`src/rtl/gosc_pkg.sv`:
```
// Shared types and constants for the grid obstacle store.
`timescale 1ns / 1ps
`default_nettype none

package gosc_pkg;

  localparam int unsigned CAPACITY_DEF = 64;
  localparam int unsigned CoordW       = 16;
  localparam int unsigned KeyW         = 2 * CoordW;
  localparam int unsigned CountOutW    = 7;
  localparam int unsigned CfgIdxW      = 2;

  typedef enum logic [1:0] {
    CMD_INSERT = 2'd0,
    CMD_REMOVE = 2'd1,
    CMD_CLEAR  = 2'd2,
    CMD_QUERY  = 2'd3
  } cmd_e;

  typedef enum logic [1:0] {
    ST_OK        = 2'd0,
    ST_FULL      = 2'd1,
    ST_NOT_FOUND = 2'd2
  } status_e;

  localparam logic [CfgIdxW-1:0] REG_MIN_X = 2'd0;
  localparam logic [CfgIdxW-1:0] REG_MAX_X = 2'd1;
  localparam logic [CfgIdxW-1:0] REG_MIN_Y = 2'd2;
  localparam logic [CfgIdxW-1:0] REG_MAX_Y = 2'd3;

  typedef struct packed {
    cmd_e                      cmd;
    logic signed [CoordW-1:0]  x_coord;
    logic signed [CoordW-1:0]  y_coord;
  } in_t;

  typedef struct packed {
    logic                  blocked;
    status_e               status;
    logic [CountOutW-1:0]  entry_count;
  } out_t;

  // Request traveling down the cell chain; key holds y in the high half.
  typedef struct packed {
    logic             active;
    cmd_e             cmd;
    logic [KeyW-1:0]  key;
    logic             hit;
  } tok_t;

endpackage

`default_nettype wire

```
`src/rtl/grid_obstacle_store_and_check.sv`:
```
// Top level of the grid obstacle store: cell chain, bounds registers and result stage.
`timescale 1ns / 1ps
`default_nettype none

// A request is taken at the rising edge where start_i is high and busy_o is low.
// It then walks the chain of Capacity slot cells, one cell per clock, so the
// lowest slot always sees it first. The result appears on rsp_o with done_o high
// for exactly one cycle, registered into done_q and rsp_q as the request leaves
// the last cell, and is taken at the edge that ends that cycle. busy_o drops at
// the edge where done_o rises, so the next request may be given while the result
// is shown; a new request is not taken while one is still in the chain. The
// receiver cannot stall the result. Bounds registers are written through
// cfg_we_i / cfg_idx_i / cfg_wdata_i; the user must write them only while busy_o
// is low, which the block itself does not enforce.
module grid_obstacle_store_and_check #(
  parameter int unsigned Capacity = gosc_pkg::CAPACITY_DEF
) (
  input  wire logic                    clk_i,
  input  wire logic                    rst_ni,
  input  wire logic                    start_i,
  input  wire gosc_pkg::in_t           req_i,
  output logic                         busy_o,
  output logic                         done_o,
  output gosc_pkg::out_t               rsp_o,
  input  wire logic                    cfg_we_i,
  input  wire logic [gosc_pkg::CfgIdxW-1:0] cfg_idx_i,
  input  wire logic [gosc_pkg::CoordW-1:0]  cfg_wdata_i
);
  import gosc_pkg::*;

  localparam int unsigned CntW = $clog2(Capacity + 1);

  logic signed [CoordW-1:0] min_x_q, max_x_q, min_y_q, max_y_q;
  logic                     busy_q;
  logic [CntW-1:0]          cnt_q, cnt_d;
  logic                     done_q;
  out_t                     rsp_q, rsp_d;
  logic                     accept;
  tok_t                     chain [Capacity+1];
  tok_t                     last;
  logic signed [CoordW-1:0] last_x, last_y;
  logic                     out_of_bounds;
  logic [CntW+CountOutW-1:0] cnt_ext;

  assign accept = start_i && !busy_q;

  assign chain[0] = '{active: accept,
                      cmd:    req_i.cmd,
                      key:    {req_i.y_coord, req_i.x_coord},
                      hit:    1'b0};

  for (genvar g = 0; g < Capacity; g++) begin : g_cell
    gosc_cell u_cell (
      .clk_i  (clk_i),
      .rst_ni (rst_ni),
      .tok_i  (chain[g]),
      .tok_o  (chain[g+1])
    );
  end

  assign last   = chain[Capacity];
  assign last_x = $signed(last.key[CoordW-1:0]);
  assign last_y = $signed(last.key[KeyW-1:CoordW]);

  assign out_of_bounds = (last_x < min_x_q) || (last_x > max_x_q) ||
                         (last_y < min_y_q) || (last_y > max_y_q);

  always_comb begin
    cnt_d         = cnt_q;
    rsp_d.blocked = 1'b0;
    rsp_d.status  = ST_OK;
    unique case (last.cmd)
      CMD_INSERT: begin
        if (last.hit) begin
          cnt_d = cnt_q + CntW'(1);
        end else begin
          rsp_d.status = ST_FULL;
        end
      end
      CMD_REMOVE: begin
        if (last.hit) begin
          cnt_d = cnt_q - CntW'(1);
        end else begin
          rsp_d.status = ST_NOT_FOUND;
        end
      end
      CMD_CLEAR: begin
        cnt_d = '0;
      end
      CMD_QUERY: begin
        rsp_d.blocked = out_of_bounds || last.hit;
      end
      default: begin
        cnt_d = cnt_q;
      end
    endcase
    cnt_ext           = {{CountOutW{1'b0}}, cnt_d};
    rsp_d.entry_count = cnt_ext[CountOutW-1:0];
  end

  always_ff @(posedge clk_i or negedge rst_ni) begin
    if (!rst_ni) begin
      busy_q  <= 1'b0;
      done_q  <= 1'b0;
      cnt_q   <= '0;
      min_x_q <= '0;
      max_x_q <= '0;
      min_y_q <= '0;
      max_y_q <= '0;
    end else begin
      done_q <= last.active;
      if (accept) begin
        busy_q <= 1'b1;
      end else if (last.active) begin
        busy_q <= 1'b0;
      end
      if (last.active) begin
        cnt_q <= cnt_d;
      end
      if (cfg_we_i) begin
        unique case (cfg_idx_i)
          REG_MIN_X: min_x_q <= $signed(cfg_wdata_i);
          REG_MAX_X: max_x_q <= $signed(cfg_wdata_i);
          REG_MIN_Y: min_y_q <= $signed(cfg_wdata_i);
          REG_MAX_Y: max_y_q <= $signed(cfg_wdata_i);
          default:   min_x_q <= min_x_q;
        endcase
      end
    end
  end

  // capture the result shown while done_o is high; it holds until the next one
  always_ff @(posedge clk_i) begin
    if (last.active) begin
      rsp_q <= rsp_d;
    end
  end

  assign busy_o = busy_q;
  assign done_o = done_q;
  assign rsp_o  = rsp_q;

endmodule

`default_nettype wire

```
`src/rtl/gosc_cell.sv`:
```
// One storage cell of the obstacle chain: a slot plus the request register to the next cell.
`timescale 1ns / 1ps
`default_nettype none

module gosc_cell (
  input  wire logic          clk_i,
  input  wire logic          rst_ni,
  input  wire gosc_pkg::tok_t tok_i,
  output gosc_pkg::tok_t     tok_o
);
  import gosc_pkg::*;

  logic             valid_q, valid_d;
  logic [KeyW-1:0]  coord_q;
  logic             coord_we;
  logic             match;
  tok_t             tok_q, tok_d;

  assign match = valid_q && (coord_q == tok_i.key);

  always_comb begin
    tok_d    = tok_i;
    valid_d  = valid_q;
    coord_we = 1'b0;
    if (tok_i.active) begin
      unique case (tok_i.cmd)
        CMD_INSERT: begin
          // claim the first free slot seen by this request
          if (!tok_i.hit && !valid_q) begin
            valid_d   = 1'b1;
            coord_we  = 1'b1;
            tok_d.hit = 1'b1;
          end
        end
        CMD_REMOVE: begin
          if (!tok_i.hit && match) begin
            valid_d   = 1'b0;
            tok_d.hit = 1'b1;
          end
        end
        CMD_CLEAR: begin
          valid_d = 1'b0;
        end
        CMD_QUERY: begin
          if (match) begin
            tok_d.hit = 1'b1;
          end
        end
        default: begin
          tok_d = tok_i;
        end
      endcase
    end
  end

  always_ff @(posedge clk_i or negedge rst_ni) begin
    if (!rst_ni) begin
      valid_q <= 1'b0;
      tok_q   <= '0;
    end else begin
      valid_q <= valid_d;
      tok_q   <= tok_d;
    end
  end

  always_ff @(posedge clk_i) begin
    if (coord_we) begin
      coord_q <= tok_i.key;
    end
  end

  assign tok_o = tok_q;

endmodule

`default_nettype wire
```
`config.mk`:
```
export PLATFORM = sky130hd
export DESIGN_NAME = grid_obstacle_store_and_check
export DESIGN_NICKNAME = d
export VERILOG_FILES = /design/src/rtl/gosc_pkg.sv /design/src/rtl/grid_obstacle_store_and_check.sv /design/src/rtl/gosc_cell.sv
export SDC_FILE = /design/constraint.sdc
export NUM_CORES = 2
export LEC_CHECK = 0
export ABC_AREA = 0
export BUFFER_PORTS_ARGS = -buffer_cell sky130_fd_sc_hd__clkbuf_2
export CORE_ASPECT_RATIO = 0.6
export CORE_MARGIN = 5
export CORE_UTILIZATION = 56
export CTS_BUF_LIST = sky130_fd_sc_hd__clkbuf_8 sky130_fd_sc_hd__clkbuf_16
export DETAILED_ROUTE_END_ITERATION = 12
export GPL_TIMING_DRIVEN = 0
export HOLD_SLACK_MARGIN = 0.08
export MAX_ROUTING_LAYER = met4
export PLACE_DENSITY = 0.74
export SETUP_SLACK_MARGIN = 0.5
export SLEW_MARGIN = 15
export SYNTH_ARGS = -nofsm -noshare
export SYNTH_HDL_FRONTEND = slang
export SYNTH_SLANG_ARGS = --single-unit
export TNS_END_PERCENT = 10
```
`constraint.sdc`:
```
create_clock -name clk_i -period 4.35 [get_ports clk_i]
set_input_delay 0.6525 -clock clk_i [delete_from_list [all_inputs] [get_ports clk_i]]
set_output_delay 0.6525 -clock clk_i [all_outputs]
set_load 0.05 [all_outputs]
```
* Word-level counts from Yosys, hierarchy flattened *
Cells that the tools add are included.

operators by class
  $add $sub $neg = 2
  magnitude comparators = 4
  equal/unequal tests = 389
  multiplexer cells = 709
  reductions and logical operators = 522

operators by type and width
  cell                                                                 number
  36-bit 2-to-1 mux                                                    64
  32-bit == test                                                       64
  1-bit 2-to-1 mux                                                     512
  1-bit one-hot mux with 3 select lines                                127
  2-bit == test (second input constant)                                132
  2-bit by 1-bit != test with 1-bit output (second input constant)     127
  4-bit AND reduction                                                  63
  3-bit nonzero test                                                   64
  1-bit logical AND                                                    191
  2-bit by 1-bit == test with 1-bit output (second input constant)     66
  2-bit logical NOT                                                    66
  1-bit logical NOT                                                    127
  16-bit greater-than comparator                                       2
  16-bit < comparator                                                  2
  7-bit one-hot mux with 3 select lines                                1
  7-bit 2-to-1 mux                                                     2
  2-bit AND reduction                                                  4
  7-bit by 1-bit adder with 7-bit output (second input constant)       1
  7-bit by 1-bit subtractor with 7-bit output (second input constant)  1
  1-bit logical OR                                                     4
  2-bit one-hot mux with 2 select lines                                1
  3-bit AND reduction                                                  1
  2-bit 2-to-1 mux                                                     1
  1-bit one-hot mux with 2 select lines                                1
  other kinds (2)                                                      2

storage, ports and cells
  register bits = 4,499
  output and inout port bits = 12
  word-level logic and storage cells = 2,020

* Longest topological paths before layout *
  depth after elaboration = 6
  gate-level depth with buffers = 8

* Hierarchy *
A second synthesis with hierarchy kept.

second synthesis, totals
  cells, all modules = 8,987
  area total of the unflattened synthesis = 157,691.2 um^2

by module, submodules not included
  module                             instances  cells an instance  area each (um^2)  seq. area each (um^2)
  gosc_cell at g_cell[0].u_cell ...  63         133                2,386.0           1,886.8
  grid_obstacle_store_and_check      1          473                4,976.0           2,127.0
  gosc_cell at g_cell[12].u_cell     1          135                2,394.8           1,886.8

* Worst setup path before layout *
No wires, ideal clock.

  path type = reg2reg
  start = register g_cell[35].u_cell.tok_q (netlist bit g_cell[35].u_cell.tok_o[33])
  end = register g_cell[36].u_cell.coord_q[0] (enable)
  library setup time = 0.502 ns
  arrival time = 3.828 ns
  data required time = 3.848 ns
  setup slack = 0.020 ns
  cell stages (with the launch flop) = 4
  clock period less this slack = 4.330 ns
  cell sequence = dfrtp_1 -> inv_1 -> ha_1 -> nor4bb_1

on the way
  longest elaborated chain between the ends = 3

RTL lines
  item                            RTL line         text
  start: declaration              gosc_cell.sv:17  tok_t tok_q, tok_d;
  start signal: assignment        gosc_cell.sv:62  tok_q <= tok_d;
  2-bit logical NOT               gosc_cell.sv:26  unique case (tok_i.cmd)
  1-bit 2-to-1 mux                gosc_cell.sv:26
  1-bit 2-to-1 mux                gosc_cell.sv:25  if (tok_i.active) begin
  net g_cell[36].u_cell.coord_we  gosc_cell.sv:15  logic coord_we;
  end signal: assignment          gosc_cell.sv:68  coord_q <= tok_i.key;
  end: declaration                gosc_cell.sv:14  logic [KeyW-1:0] coord_q;

The timed path passes the listed nets, and every way through them passes these cells.
A chain may end at the register's enable or synchronous reset.

==> metrics.txt <==
# TYPE chip_impl_metric gauge
chip_impl_info{name="run_status",value="completed"} 1
chip_impl_metric{name="portion_of_synthesized_cell_area_occupied_by_the_leading_cell_type",unit=""} 0.395
chip_impl_metric{name="die_area",unit="um2"} 290000
chip_impl_metric{name="port-buffer-count",unit=""} 67
chip_impl_metric{name="antenna_left",unit=""} 0
chip_impl_metric{name="post_cts_resize_count",unit=""} 0
chip_impl_metric{name="global_route.overflow_total",unit=""} 0
chip_impl_metric{name="fillCellCount",unit=""} 18300
chip_impl_metric{name="routed_via_density",unit=""} 5.48
chip_impl_metric{name="finalCriticalPeriod",unit="ns"} 3.39
chip_impl_metric{name="achievable-frequency",unit="MHz"} 295
chip_impl_metric{name="ff_to_ff_setup_slack",unit="ns"} 1.49
chip_impl_metric{name="power.share.combinational",unit=""} 0.023
chip_impl_metric{name="min_period_over_period",unit=""} 0.779
chip_impl_metric{name="pwr_density_cell",unit="nW/um2"} 467
chip_impl_info{name="rsz0062_at_grt",value="yes"} 1
chip_impl_metric{name="grt_antenna_before_repair",unit=""} 24
chip_impl_metric{name="hold_viol_final",unit=""} 0
chip_impl_info{name="synth_area_leaders",value="edfxtp_1, dfrtp_1, xor2_1"} 1
chip_impl_metric{name="fp.coreArea",unit="um2"} 278000
chip_impl_metric{name="seq_power_share",unit=""} 0.561
chip_impl_metric{name="cts-htree-levels",unit=""} 5
chip_impl_metric{name="finish.net_count",unit=""} 9906
chip_impl_info{name="worst_path_max_delay_cell",value="dlygate4sd3_1"} 1
chip_impl_metric{name="global_route_wire_length_before_repair",unit="mm"} 480
chip_impl_metric{name="final-max-slew-violation-count",unit=""} 0
chip_impl_info{name="worstSetupPathType",value="in2async"} 1
chip_impl_metric{name="power_leakage",unit="nW"} 70.1
chip_impl_metric{name="drtIter0Drc",unit=""} 7406
chip_impl_metric{name="ys_seq_area_frac",unit=""} 0.786
chip_impl_info{name="yosys.area.top_type",value="edfxtp_1"} 1
chip_impl_metric{name="yosysUniqueCellTypes",unit=""} 55
chip_impl_metric{name="maximum_number_of_pins_on_one_net_before_global_route_repair",unit=""} 102
chip_impl_metric{name="post_drt_wl_per_cell",unit="um"} 22.7
chip_impl_metric{name="gr_util_all_layers",unit=""} 0.221
chip_impl_metric{name="dp_hpwl",unit="mm"} 214
chip_impl_metric{name="timing.critical_path.required",unit="ns"} 5.35
chip_impl_metric{name="worst-path-max-fanout",unit=""} 95
chip_impl_metric{name="drc_errors",unit=""} 0
chip_impl_metric{name="post_synth.cell_area_avg",unit="um2"} 17.7
chip_impl_metric{name="die_y",unit="um"} 419
chip_impl_metric{name="relSlewSlack",unit=""} 0.223
chip_impl_info{name="tritoncts",value="built"} 1
chip_impl_metric{name="cp_data_arrival_time",unit="ns"} 4.39
chip_impl_metric{name="post_cts_buffers",unit=""} 0
chip_impl_metric{name="clkPwrFrac",unit=""} 0.416
chip_impl_metric{name="cts_buffer_depth",unit=""} 4
chip_impl_info{name="hold_path.class",value="in2reg"} 1
chip_impl_info{name="path_delay_family",value="buffers and inverters"} 1
chip_impl_metric{name="cts_made_buffers",unit=""} 382
chip_impl_metric{name="final_layout_setup_total_negative_slack",unit="ns"} 0
chip_impl_metric{name="clkSlewWorstSetupHoldPaths",unit="ns"} 0.06
chip_impl_metric{name="switching_share",unit=""} 0.210
chip_impl_metric{name="peakVddDrop",unit="uV"} 343
chip_impl_metric{name="total_power",unit="W"} 0.0828
chip_impl_metric{name="layout.cell_area.non_filler",unit="um2"} 177000
chip_impl_metric{name="total_number_of_vias",unit=""} 74500
chip_impl_metric{name="total_of_endpoints_with_negative_setup_slack_in_the_final_report",unit=""} 0
chip_impl_metric{name="die_w",unit="um"} 692
chip_impl_info{name="worstSetupStartpointType",value="input port"} 1
chip_impl_metric{name="drive_above_1_share",unit=""} 0.107
chip_impl_metric{name="layout-area-overhead-vs-synth",unit="%"} 13.4
chip_impl_metric{name="fp-row-count",unit=""} 150
chip_impl_metric{name="synth_fp_nets",unit=""} 9204
chip_impl_metric{name="number_of_sinks_handled_by_clock_tree_synthesis",unit=""} 4499
chip_impl_metric{name="timing.max_cap.violations",unit=""} 0
chip_impl_metric{name="crit_path_max_incr_delay",unit="ns"} 0.53
chip_impl_metric{name="placed_cell_area",unit="um2"} 164000
chip_impl_metric{name="post_synthesis_async_set_or_reset_flop_share",unit=""} 0.543
chip_impl_metric{name="synth.ff_latch_count",unit=""} 4499
chip_impl_metric{name="initial_utilization",unit=""} 0.562
chip_impl_metric{name="clk_skew",unit="ns"} 0.0584
chip_impl_metric{name="detail_route.wirelength",unit="mm"} 308
chip_impl_metric{name="ys.warnings.count",unit=""} 0
chip_impl_metric{name="tightestPinTransition",unit="ns"} 1.15
chip_impl_metric{name="mapped_cells",unit=""} 8828
chip_impl_info{name="cp-end-kind",value="asynchronous set/reset pin"} 1
chip_impl_metric{name="globalplace.congestion",unit=""} 0.843
chip_impl_metric{name="net-switching-power",unit="W"} 0.0174
chip_impl_info{name="postSynth.topFlopCell",value="dfrtp_1"} 1
chip_impl_metric{name="synth_enable_flop_cells",unit=""} 2058
chip_impl_metric{name="worst_skew_pair.late_latency",unit="ns"} 0.92
chip_impl_metric{name="grt_pass1_vias",unit=""} 76900
chip_impl_info{name="worst_path_most_repeated_cell",value="buf_16"} 1
chip_impl_info{name="crit_path_cell_trace",value="dlygate4sd3_1 -> clkbuf_8 -> buf_16 -> buf_16 -> buf_16 -> buf_16 -> buf_16 -> buf_16 -> buf_16"} 1
chip_impl_metric{name="post_synth_instance_area",unit="um2"} 156000
chip_impl_metric{name="timing.critical_path.buf_inv",unit=""} 9
chip_impl_metric{name="number_of_iterations_in_the_first_detailed_routing_pass",unit=""} 5
chip_impl_info{name="clock_tree.root_cell",value="clkbuf_16"} 1
chip_impl_metric{name="ios",unit=""} 68
chip_impl_metric{name="internal_power",unit="W"} 0.0654
## what timing repair did
item	in CTS	in global routing
endpoints found under the hold margin	236	0
endpoints found under the setup margin	0	230
hold buffers	50	0
## cell usage in the layout, fill, tap and decap left out, types with 66 or more instances in the layout
master     count
edfxtp_1    2058
dfrtp_1     2441
nand2_1       97
xnor2_1      445
nand3_1      121
buf_4        140
o21ai_0      121
ha_1         320
inv_1        442
nand4_1      164
clkinv_2      70
clkbuf_2      66
nor4_1       424
xor2_1      1595
nor3_1        72
clkbuf_16    396
## layout make-up
cell class              instances  area (um2)  area share
clock inverters               260        2130      0.0120
clock buffers                 452       10600      0.0600
multi-input cells            3966       32500       0.183
inverters                     350        1310     0.00741
diodes                          2        5.00   0.0000282
repair buffers                318        3110      0.0175
well taps                    3724        4660      0.0263
flip-flops and latches       4499      123000       0.693
plain buffers                  13        50.0    0.000282
## state kept, by name, indices dropped and copies added (netlist names)
signal                 flops
g_cell.u_cell.tok_o     2304
g_cell.u_cell.coord_q   2048
g_cell.u_cell.valid_q     64
max_x_q                   16
max_y_q                   16
min_x_q                   16
min_y_q                   16
rsp_o                     10
cnt_q                      7
busy_o                     1
done_o                     1
## cell usage after synthesis, types with 4 or more instances
master	n
o41ai_1	49
nand3b_1	14
nor3_1	134
o31ai_1	13
nand4_1	164
nor2_1	64
or2_2	12
inv_1	350
clkbuf_1	12
nand2_1	98
nand2b_1	12
nand4b_1	50
edfxtp_1	2058
xnor2_1	445
ha_1	320
and3_1	8
mux2_2	54
a311oi_1	4
a31o_2	61
nor4_1	425
mux2i_1	55
xor2_1	1595
a41oi_1	13
nand3_1	121
a2111oi_0	5
o21ai_0	121
a21o_1	58
nor2b_1	9
dfrtp_1	2441
a21oi_1	23
## metal layers
layer | part of all wire | track usage
met2 | 0.41 | 0.280
met4 | 0.015 | 0.0384
met3 | 0.066 | 0.0378
met1 | 0.51 | 0.377
met5 | 0 | -
## worst register-to-register path: cells and delay by family, from the launching register on
kind | cells | cell delay (ns)
AO/OA/AOI/OAI | 4 | 1.53
AND/OR/NAND/NOR | 1 | 0.19
adder cells (fa/ha/maj) | 1 | 0.33
flip-flops | 1 | 0.45
## through the flow
stage / instances / worst slack, ns / hold WS [ns] / util
floorplan: 8828 / 1.02 / 0.357 / -
global placement: 12600 / -57.49 / 0.390 / 0.580
detailed placement: 12800 / 0.138 / 0.401 / 0.589
CTS: 13600 / 0.545 / 0.0805 / 0.637
global route: 13600 / 0.415 / 0.0946 / 0.637
finish: 13600 / 0.960 / 0.149 / 0.637
## cell families after synthesis
group	share of synthesized area
flip-flops	0.786
AO/OA/AOI/OAI	0.0168
AND/OR/NAND/NOR	0.0414
XOR/XNOR	0.114
multiplexers	0.00741
adder cells (fa/ha/maj)	0.0256
buffers and inverters	0.00872
## final timing paths
kind | start | end | cells past startpoint
worst max register to register | g_cell[63].u_cell.tok_o[11] | rsp_o[9] | 6
max in group clk_i | g_cell[63].u_cell.tok_o[11] | rsp_o[9] | 6
min in group asynchronous | rst_ni | g_cell[0].u_cell.tok_o[1] | 2
worst max-delay path | rst_ni | max_x_q[0] | 9
worst min register to register | g_cell[36].u_cell.tok_o[22] | g_cell[37].u_cell.tok_o[22] | 0
worst min-delay path | cfg_wdata_i[15] | min_x_q[15] | 3
## power by group through the flow
stage | sequential, W | combinational (W) | clock [W]
2_1_floorplan | 0.0468 | 0.00100 | 0
3_3_place_gp | 0.0474 | 0.00159 | 0
3_5_place_dp | 0.0473 | 0.00186 | 0
4_1_cts | 0.0465 | 0.00193 | 0.0350
5_1_grt | 0.0466 | 0.00217 | 0.0369
6_report | 0.0465 | 0.00191 | 0.0344
No activity file was read; power rests on OpenSTA's default activity.
